### src/hdl/fsfl_pkg.sv
// Shared types, codes and constants for the free-list slot allocator.
package fsfl_pkg;

  localparam int NUM_ENTRIES_DEF  = 256;
  localparam int FUNC_W           = 2;
  localparam int SLOT_W           = 8;
  localparam int OFFSET_W         = 24;
  localparam int EIU_W            = 9;
  localparam int SLOT_BYTES_W     = 17;
  localparam int CFG_INDEX_W      = 1;
  localparam int CFG_DATA_W       = 17;
  localparam int EIU_RESET        = 256;
  localparam int SLOT_BYTES_RESET = 8;

  typedef enum logic [FUNC_W-1:0] {
    FUNC_ALLOC   = 2'd0,
    FUNC_RELEASE = 2'd1,
    FUNC_CLEAR   = 2'd2,
    FUNC_NONE    = 2'd3
  } func_t;

  typedef enum logic [CFG_INDEX_W-1:0] {
    CFG_ENTRIES = 1'b0,
    CFG_STRIDE  = 1'b1
  } cfg_reg_t;

  typedef enum logic [2:0] {
    ST_INIT,
    ST_IDLE,
    ST_ALLOC,
    ST_CLEAR,
    ST_RESP_ZERO,
    ST_RESP_EMPTY
  } state_t;

  typedef enum logic [1:0] {
    RES_ZERO,
    RES_EMPTY,
    RES_ALLOC
  } res_t;

  typedef struct packed {
    logic rd_en;
    logic alloc_commit;
    logic release_commit;
    logic clear_start;
    logic clear_step;
    logic out_load;
    res_t out_sel;
  } cmd_t;

  typedef struct packed {
    logic head_empty;
    logic clear_last;
  } stat_t;

endpackage

### src/hdl/fsfl_ctrl.sv
// Controller state machine for the free-list slot allocator.
module fsfl_ctrl
  import fsfl_pkg::*;
(
  input  logic              clk,
  input  logic              rst,
  input  logic              in_valid,
  output logic              in_stall,
  input  logic [FUNC_W-1:0] func,
  output logic              out_valid,
  input  logic              out_stall,
  input  stat_t             stat,
  output cmd_t              cmd
);

  state_t state;
  state_t state_next;
  logic   accept;
  logic   out_free;

  assign in_stall = (state != ST_IDLE);
  assign accept   = in_valid && (state == ST_IDLE);
  assign out_free = !out_valid || !out_stall;

  always_ff @(posedge clk) begin
    if (rst) begin
      state <= ST_INIT;
    end else begin
      state <= state_next;
    end
  end

  always_ff @(posedge clk) begin
    if (rst) begin
      out_valid <= 1'b0;
    end else begin
      out_valid <= cmd.out_load || (out_valid && out_stall);
    end
  end

  always_comb begin
    state_next = state;
    unique case (state)
      ST_INIT: begin
        if (stat.clear_last) state_next = ST_IDLE;
      end
      ST_IDLE: begin
        if (accept) begin
          unique case (func_t'(func))
            FUNC_ALLOC: begin
              if (!stat.head_empty) state_next = ST_ALLOC;
              else if (!out_free) state_next = ST_RESP_EMPTY;
            end
            FUNC_CLEAR: state_next = ST_CLEAR;
            FUNC_RELEASE, FUNC_NONE: begin
              if (!out_free) state_next = ST_RESP_ZERO;
            end
          endcase
        end
      end
      ST_ALLOC: begin
        if (out_free) state_next = ST_IDLE;
      end
      ST_CLEAR: begin
        if (stat.clear_last) state_next = ST_RESP_ZERO;
      end
      ST_RESP_ZERO, ST_RESP_EMPTY: begin
        if (out_free) state_next = ST_IDLE;
      end
    endcase
  end

  always_comb begin
    cmd = '0;
    cmd.out_sel = RES_ZERO;
    unique case (state)
      ST_INIT, ST_CLEAR: begin
        cmd.clear_step = 1'b1;
      end
      ST_IDLE: begin
        if (accept) begin
          unique case (func_t'(func))
            FUNC_ALLOC: begin
              if (!stat.head_empty) begin
                cmd.rd_en = 1'b1;
              end else begin
                cmd.out_load = out_free;
                cmd.out_sel  = RES_EMPTY;
              end
            end
            FUNC_RELEASE: begin
              cmd.release_commit = 1'b1;
              cmd.out_load       = out_free;
            end
            FUNC_CLEAR: begin
              cmd.clear_start = 1'b1;
            end
            FUNC_NONE: begin
              cmd.out_load = out_free;
            end
          endcase
        end
      end
      ST_ALLOC: begin
        cmd.alloc_commit = out_free;
        cmd.out_load     = out_free;
        cmd.out_sel      = RES_ALLOC;
      end
      ST_RESP_ZERO: begin
        cmd.out_load = out_free;
      end
      ST_RESP_EMPTY: begin
        cmd.out_load = out_free;
        cmd.out_sel  = RES_EMPTY;
      end
    endcase
  end

  // A result is never written over one that the receiver has not taken.
  a_no_overwrite: assert property (@(posedge clk) disable iff (rst)
    !(cmd.out_load && out_valid && out_stall))
    else $error("result register loaded while a result was stalled");

  // The pop step always follows a link read issued on acceptance.
  a_alloc_after_read: assert property (@(posedge clk) disable iff (rst)
    (state == ST_ALLOC) && !$past(state == ST_ALLOC) |-> $past(cmd.rd_en))
    else $error("allocate step entered without a link read");

  // Only one datapath update is commanded in any cycle.
  a_one_update: assert property (@(posedge clk) disable iff (rst)
    $onehot0({cmd.rd_en, cmd.alloc_commit, cmd.release_commit,
              cmd.clear_start, cmd.clear_step}))
    else $error("conflicting datapath commands");

  // A clear request always ends in a result.
  a_clear_result: assert property (@(posedge clk) disable iff (rst)
    (state == ST_CLEAR) && stat.clear_last |=> (state == ST_RESP_ZERO))
    else $error("clear pass ended without a result");

endmodule

### src/hdl/fsfl_datapath.sv
// Datapath of the free-list slot allocator: link memory, list registers, result registers.
module fsfl_datapath
  import fsfl_pkg::*;
#(
  parameter int NUM_ENTRIES = NUM_ENTRIES_DEF
) (
  input  logic                   clk,
  input  logic                   rst,
  input  cmd_t                   cmd,
  output stat_t                  stat,
  input  logic [SLOT_W-1:0]      free_slot,
  input  logic                   cfg_write,
  input  logic [CFG_INDEX_W-1:0] cfg_index,
  input  logic [CFG_DATA_W-1:0]  cfg_data,
  output logic                   status,
  output logic [SLOT_W-1:0]      slot_index,
  output logic [OFFSET_W-1:0]    byte_offset
);

  localparam int LW = $clog2(NUM_ENTRIES + 1);
  localparam int IW = $clog2(NUM_ENTRIES);
  localparam int CW = (LW > EIU_W) ? LW : EIU_W;
  localparam int RW = (LW > SLOT_W) ? LW : SLOT_W;
  localparam int XW = (IW > SLOT_W) ? IW : SLOT_W;
  localparam int OW = (IW + SLOT_BYTES_W > OFFSET_W) ? IW + SLOT_BYTES_W : OFFSET_W;
  localparam int RST_CNT = (EIU_RESET < NUM_ENTRIES) ? EIU_RESET : NUM_ENTRIES;
  localparam logic [LW-1:0] LINK_NONE = LW'(NUM_ENTRIES);

  logic [LW-1:0]           mem [NUM_ENTRIES];
  logic [LW-1:0]           rd_data;
  logic [LW-1:0]           head;
  logic [LW-1:0]           tail;
  logic [LW-1:0]           count;
  logic [IW-1:0]           cnt;
  logic [EIU_W-1:0]        entries_in_use;
  logic [SLOT_BYTES_W-1:0] slot_bytes;

  logic [IW-1:0] taken;
  logic          succ_none;
  logic [CW-1:0] eiu_ext;
  logic [CW-1:0] eiu_sat;
  logic [LW-1:0] sat;
  logic [RW-1:0] slot_ext;
  logic          slot_ok;
  logic [LW-1:0] slot_link;
  logic [IW-1:0] slot_addr;
  logic [LW-1:0] cnt_inc;
  logic [LW-1:0] clear_link;
  logic [OW-1:0] prod;
  logic [XW-1:0] taken_ext;
  logic          we;
  logic [IW-1:0] wa;
  logic [LW-1:0] wd;

  assign stat.head_empty = (head >= LINK_NONE);
  assign stat.clear_last = (cnt == IW'(NUM_ENTRIES - 1));

  assign taken     = head[IW-1:0];
  assign succ_none = (rd_data >= LINK_NONE);
  assign eiu_ext   = CW'(entries_in_use);
  assign eiu_sat   = (eiu_ext > CW'(NUM_ENTRIES)) ? CW'(NUM_ENTRIES) : eiu_ext;
  assign sat       = eiu_sat[LW-1:0];
  assign slot_ext  = RW'(free_slot);
  assign slot_ok   = (slot_ext < RW'(NUM_ENTRIES));
  assign slot_link = slot_ext[LW-1:0];
  assign slot_addr = slot_ext[IW-1:0];
  assign cnt_inc   = LW'(cnt) + LW'(1);
  // The last slot in use and every slot past it end the chain.
  assign clear_link = (cnt_inc < count) ? cnt_inc : LINK_NONE;
  assign prod      = OW'(taken) * OW'(slot_bytes);
  assign taken_ext = XW'(taken);

  always_comb begin
    we = 1'b0;
    wa = cnt;
    wd = clear_link;
    if (cmd.clear_step) begin
      we = 1'b1;
    end else if (cmd.alloc_commit) begin
      we = 1'b1;
      wa = taken;
      wd = LINK_NONE;
    end else if (cmd.release_commit && slot_ok) begin
      we = 1'b1;
      wa = slot_addr;
      wd = head;
    end
  end

  always_ff @(posedge clk) begin
    if (we) mem[wa] <= wd;
    if (cmd.rd_en) rd_data <= mem[taken];
  end

  always_ff @(posedge clk) begin
    if (rst) begin
      head           <= '0;
      tail           <= LW'(RST_CNT - 1);
      count          <= LW'(RST_CNT);
      cnt            <= '0;
      entries_in_use <= EIU_W'(EIU_RESET);
      slot_bytes     <= SLOT_BYTES_W'(SLOT_BYTES_RESET);
    end else begin
      if (cfg_write) begin
        if (cfg_index == CFG_ENTRIES) entries_in_use <= cfg_data[EIU_W-1:0];
        if (cfg_index == CFG_STRIDE) slot_bytes <= cfg_data[SLOT_BYTES_W-1:0];
      end
      if (cmd.clear_start) begin
        count <= sat;
        cnt   <= '0;
        if (sat == '0) begin
          head <= LINK_NONE;
          tail <= LINK_NONE;
        end else begin
          head <= '0;
          tail <= sat - LW'(1);
        end
      end
      if (cmd.clear_step) cnt <= cnt + IW'(1);
      if (cmd.alloc_commit) begin
        if (succ_none) begin
          head <= LINK_NONE;
          tail <= LINK_NONE;
        end else begin
          head <= rd_data;
        end
      end
      if (cmd.release_commit && slot_ok) begin
        head <= slot_link;
        if (stat.head_empty) tail <= slot_link;
      end
    end
  end

  always_ff @(posedge clk) begin
    if (cmd.out_load) begin
      case (cmd.out_sel)
        RES_EMPTY: begin
          status      <= 1'b1;
          slot_index  <= '0;
          byte_offset <= '0;
        end
        RES_ALLOC: begin
          status      <= 1'b0;
          slot_index  <= taken_ext[SLOT_W-1:0];
          byte_offset <= prod[OFFSET_W-1:0];
        end
        default: begin
          status      <= 1'b0;
          slot_index  <= '0;
          byte_offset <= '0;
        end
      endcase
    end
  end

  // The list is empty at both ends or at neither.
  a_ends_agree: assert property (@(posedge clk) disable iff (rst)
    (head >= LINK_NONE) == (tail >= LINK_NONE))
    else $error("list head and tail disagree on emptiness");

endmodule

### src/hdl/fixed_slot_free_list_allocator.sv
// Top level of the free-list slot allocator: controller and datapath.
//
// Requests arrive on the input channel (in_valid, in_stall, func, free_slot) and each
// produces one result on the output channel (out_valid, out_stall, status,
// slot_index, byte_offset). A request is taken when valid is high and stall low.
// func selects allocate, release or clear; allocate returns the head slot and
// its byte offset (index times slot_bytes), or status 1 when the pool is empty.
// With the receiver ready, release, the unused code and allocate on an empty pool
// load the result register as the request is taken; allocate first waits on the
// registered read of the link memory, and clear first makes one link memory write
// per slot.
// The result sits in an output register; a new request is taken while it
// waits, and the block holds further work until the receiver takes it.
// After reset the block runs a relink pass over all NUM_ENTRIES slots with
// entries_in_use = 256 (saturated to NUM_ENTRIES) and takes no request meanwhile.
// Registers entries_in_use (index 0) and slot_bytes (index 1) are written through
// cfg_write, cfg_index and cfg_data; do so only while idle: the block does not check.
module fixed_slot_free_list_allocator
  import fsfl_pkg::*;
#(
  parameter int NUM_ENTRIES = NUM_ENTRIES_DEF
) (
  input  logic                   clk,
  input  logic                   rst,
  input  logic                   in_valid,
  output logic                   in_stall,
  input  logic [FUNC_W-1:0]      func,
  input  logic [SLOT_W-1:0]      free_slot,
  output logic                   out_valid,
  input  logic                   out_stall,
  output logic                   status,
  output logic [SLOT_W-1:0]      slot_index,
  output logic [OFFSET_W-1:0]    byte_offset,
  input  logic                   cfg_write,
  input  logic [CFG_INDEX_W-1:0] cfg_index,
  input  logic [CFG_DATA_W-1:0]  cfg_data
);

  cmd_t  cmd;
  stat_t stat;

  fsfl_ctrl u_ctrl (
    .clk       (clk),
    .rst       (rst),
    .in_valid  (in_valid),
    .in_stall  (in_stall),
    .func      (func),
    .out_valid (out_valid),
    .out_stall (out_stall),
    .stat      (stat),
    .cmd       (cmd)
  );

  fsfl_datapath #(
    .NUM_ENTRIES (NUM_ENTRIES)
  ) u_datapath (
    .clk         (clk),
    .rst         (rst),
    .cmd         (cmd),
    .stat        (stat),
    .free_slot   (free_slot),
    .cfg_write   (cfg_write),
    .cfg_index   (cfg_index),
    .cfg_data    (cfg_data),
    .status      (status),
    .slot_index  (slot_index),
    .byte_offset (byte_offset)
  );

endmodule

### config.mk
export PLATFORM = sky130hd
export DESIGN_NAME = fixed_slot_free_list_allocator
export DESIGN_NICKNAME = d
export VERILOG_FILES = /design/src/hdl/fsfl_pkg.sv /design/src/hdl/fsfl_ctrl.sv /design/src/hdl/fsfl_datapath.sv /design/src/hdl/fixed_slot_free_list_allocator.sv
export SDC_FILE = /design/constraint.sdc
export NUM_CORES = 2
export LEC_CHECK = 0
export BUFFER_PORTS_ARGS = -buffer_cell sky130_fd_sc_hd__buf_2
export CORE_ASPECT_RATIO = 0.5
export CORE_MARGIN = 1.5
export CORE_UTILIZATION = 35
export CTS_CLUSTER_SIZE = 20
export DETAILED_ROUTE_END_ITERATION = 8
export GPL_TIMING_DRIVEN = 0
export PLACE_DENSITY_LB_ADDON = 0.05
export SLEW_MARGIN = 20
export SYNTH_ARGS = -nofsm -noshare
export SYNTH_HDL_FRONTEND = slang
export SYNTH_SLANG_ARGS = --single-unit
### constraint.sdc
create_clock -name clk -period 45 [get_ports clk]
set_clock_uncertainty 0.2 [all_clocks]
set_input_delay 2.25 -clock clk [delete_from_list [all_inputs] [get_ports clk]]
set_output_delay 2.25 -clock clk [all_outputs]
set_load 0.05 [all_outputs]
==> results_tabular.tex <==
\begin{tabular}{lr}
\hline
Metric & Value \\
\hline
\multicolumn{2}{l}{\textbf{Critical path}} \\
\quad Setup crit start kind & flop \\
\quad Arrival time at the worst endpoint & 10.14 ns \\
\quad Required time of the critical path & 45.48 ns \\
\quad Class of the most critical setup path & reg2reg \\
\quad Kind of end point of the critical path & flop \\
\quad Peak fanout along the critical path & 10 \\
\multicolumn{2}{l}{\textbf{STA}} \\
\quad Share of the cycle needed by the critical path after routing & 21.45\% \\
\quad Final hold violation count & 0 \\
\quad FMAX & 103.6 MHz \\
\quad Shortest period the worst path allows & 9.651 ns \\
\quad Relative slew margins & 16.46\% \\
\quad Fin Setup TNS & 0 ns \\
\quad \# setup viols final & 0 \\
\quad Worst-margin pin slew & 1.253 ns \\
\quad Number of pins with negative max-slew slack in the final report & 0 \\
\quad RSZ-0062 raised after global routing & false \\
\multicolumn{2}{l}{\textbf{Pwr}} \\
\quad PwrDens & 40.15 nW/um\^{}2 \\
\quad Worst supply voltage drop on vdd & 0.03157 mV \\
\quad Leakage power of the design & 35.62 nW \\
\multicolumn{2}{l}{\textbf{Clocking}} \\
\quad Clock insertion delay at the later pin of the skew report & 0.89 ns \\
\quad Total CTS buffers & 229 \\
\quad Clock tree from TritonCTS & built \\
\quad Post-cts gate resize count & 0 \\
\quad CTS clk-pin slew, worst paths & 0.07 ns \\
\quad H-tree level count & 4 \\
\quad Clock root cell & clkbuf\_16 \\
\quad Post-CTS setup repair buffer count & 0 \\
\quad Max Buffers Root-to-Sink & 4 \\
\quad Sinks on Clock Net & 2402 \\
\quad Hold-fix buffer count after cts & 0 \\
\multicolumn{2}{l}{\textbf{Placement}} \\
\quad Post-DP Area & 104200 sq um \\
\quad HPWL reported at the end of detailed placement & 218000 um \\
\quad Gpl congestion & 0.8353 \\
\quad Count of buffers inserted at the top-level ports & 67 \\
\multicolumn{2}{l}{\textbf{Hold path}} \\
\quad Classification of the worst-slack hold path & reg2reg \\
\multicolumn{2}{l}{\textbf{Yosys}} \\
\quad Ys Warns & 0 \\
\quad Syn\_nets & 4857 \\
\quad Post-synthesis sequential area ratio & 73.70\% \\
\quad Simple-gate area share of the yosys netlist & 3.351\% \\
\quad Fraction of post-synthesis cell area in the top cell type by area & 72.55\% \\
\quad Prevailing post-synth register cell & edfxtp\_1 \\
\quad Syn\_area\_per\_cell & 20.74 sq um \\
\quad Ranking of synthesized cells by instance count & edfxtp\_1, mux4\_2, nor2\_1 \\
\quad Cell with the most instances after synthesis & edfxtp\_1 \\
\quad Post-synthesis sequential element count & 2402 \\
\quad Dominant combinational cell family by area after synthesis & multiplexers \\
\quad Async SR Flop Fraction & 0\% \\
\quad Post-synthesis compound-gate area fraction & 1.625\% \\
\quad Post-synth EDFFs & 2346 \\
\quad Post-synthesis cell count & 4683 \\
\quad Post-synthesis instance area & 97100 sq um \\
\quad Distinct cells, synth & 66 \\
\quad Mux contribution to synthesized area & 16.85\% \\
\quad Post-synthesis share of cell area spent on full adders, half adders and majority gates & 2.505\% \\
\quad Synth Area in XOR/XNOR & 0.1984\% \\
\quad Yosys top cell by area & edfxtp\_1 \\
\quad Main area contributors after synthesis & edfxtp\_1, mux4\_2, fa\_1 \\
\multicolumn{2}{l}{\textbf{GRT}} \\
\quad Global-route wire length before repair & 420800 um \\
\quad Overall track demand over capacity in global routing & 21.74\% \\
\quad Largest net degree at the start of global routing & 40 \\
\quad Number of global-route vias before repair & 50449 \\
\quad Aggregate global routing overflow & 0 \\
\quad Antenna violations before repair & 41 \\
\multicolumn{2}{l}{\textbf{Detailed routing}} \\
\quad Post-route antenna net violation count & 0 \\
\quad Count of unresolved DRC violations after routing & 0 \\
\quad Via count of the routed design & 49193 \\
\quad Detailed router's first-iteration violation count & 5731 \\
\quad Routed length per instance & 34.27 um \\
\quad Via-to-Cell Ratio & 5.485 \\
\quad Detailed Route WL & 307300 um \\
\quad Drt pass-1 iters & 5 \\
\multicolumn{2}{l}{\textbf{Job}} \\
\quad Reported max-cap violation count & 0 \\
\multicolumn{2}{l}{\textbf{Floorplan}} \\
\quad Horizontal die dimension & 747.9 um \\
\quad Total Die Area & 280800 sq um \\
\quad Core Footprint & 275300 sq um \\
\quad Floorplan row count & 136 \\
\quad Count of pins on the block boundary & 68 \\
\quad Initial core utilization & 35.27\% \\
\quad DIE HEIGHT & 375.5 um \\
\multicolumn{2}{l}{\textbf{Cells and area}} \\
\quad Final design utilization & 40.50\% \\
\quad Layout area overhead & 14.82\% \\
\quad Post-Layout Inst Area & 111500 sq um \\
\quad Register area & 71570 sq um \\
\quad Net count, final & 5294 \\
\quad Fill cell instance count of the final layout & 24548 \\
\quad Multi-input gate area & 24090 sq um \\
\quad Share of final-layout standard cells stronger than drive strength 1 & 27.61\% \\
\multicolumn{2}{l}{\textbf{Outcome}} \\
\quad Outcome & completed \\
\hline
\end{tabular}
==> where the power goes <==
| group | switching [mW] | total (mW) | internal (mW) |
|---|---|---|---|
| clock | 0.866 | 1.94 | 1.07 |
| combinational | 0.0658 | 0.0869 | 0.0211 |
| sequential | 0.00215 | 2.45 | 2.45 |
| total | 0.934 | 4.48 | 3.54 |
==> cells by family (layout without fill, tap and decap cells) <==
family,count (synthesis),in the layout
compound gates,244,244
flops,2402,2402
fa+ha+maj,141,141
mux,755,755
other cells,0,5
simple gates,732,732
xor+xnor,22,22
buf+inv,387,1011
==> layer usage <==
layer | part of all wire, % | vias to the layer above | wire [um] | GRT usage, %
met3 | 7.6 | 371 | 23270 | 4.728
met4 | 2.0 | 16 | 6078 | 4.069
li1 | - | 19951 | - | -
met5 | 0.035 | - | 109 | 0
met1 | 46 | 27112 | 140400 | 32.34
met2 | 45 | 1743 | 137500 | 33.21
==> flip-flops by register name, indices dropped and copies added, names as in the netlist, 9 cells and up <==
register / cells
u_datapath.byte_offset: 24
u_datapath.count: 9
u_datapath.eiu_ext: 9
u_datapath.head: 9
u_datapath.mem: 2304
u_datapath.rd_data: 9
u_datapath.slot_bytes: 17
==> layout make-up <==
cell class / count / area share, %
antenna: 5 / 0.01122
buffer: 270 / 1.173
clock buffer: 286 / 5.428
clock inverter: 132 / 1.086
inverter: 117 / 0.3939
multi-input combinational: 1894 / 21.60
sequential: 2402 / 64.19
tap: 3657 / 4.104
timing repair buffer: 206 / 2.009
==> final timing paths <==
check,cells past startpoint,start,to,slack [ns]
worst max-delay path,21,u_datapath.head[3],u_datapath.byte_offset[22],35.35
worst min-delay path,2,u_datapath.eiu_ext[4],u_datapath.eiu_ext[4],0.28
worst max register to register,21,u_datapath.head[3],u_datapath.byte_offset[22],35.35
worst min register to register,2,u_datapath.eiu_ext[4],u_datapath.eiu_ext[4],0.28
==> critical path, cell delays in order, from the launching register on <==
cell and delay [ns]:
dfxtp_1 0.31, clkbuf_2 0.53, clkbuf_2 0.69, buf_2 0.59, buf_2 0.41, clkbuf_1 0.80
clkbuf_1 0.85, clkbuf_1 0.57, nand2_1 0.16, fa_1 0.51, fa_1 0.58, fa_1 0.43
fa_1 0.50, inv_1 0.05, ha_1 0.36, a21o_1 0.20, or3_1 0.34, o211ai_1 0.29
a21oi_1 0.12, o22ai_1 0.32, o221a_2 0.27, mux2i_1 0.25
==> through the flow <==
stage | cells | power [mW] | hold WS, ns | setup slack (ns)
after global placement | 8407 | 2.605 | 0.2534 | 12.15
after detailed placement | 8546 | 2.586 | 0.2595 | 35.29
after CTS | 8964 | 4.513 | 0.2813 | 35.23
final | 8969 | 4.476 | 0.2768 | 35.35
after global routing | 8964 | 4.595 | 0.3018 | 34.99
after floorplan | 4683 | 2.543 | 0.2354 | 29.20
==> cell usage in the layout (no fill, tap or decap), types with 22 or more instances in the layout <==
cell type  count
and2_1        71
buf_8         53
a22oi_1       22
buf_2        164
mux4_2       704
dfxtp_1       56
clkbuf_1     139
clkinv_2      42
a21oi_1       83
buf_6         86
nand2_1      212
nor2_1       276
edfxtp_1    2346
a31oi_1       24
fa_1          89
nor2_2        49
buf_1         37
clkbuf_16    232
mux2i_1       51
ha_1          52
clkinv_1      54
inv_1        117
Power figures use the tool's default switching activity.
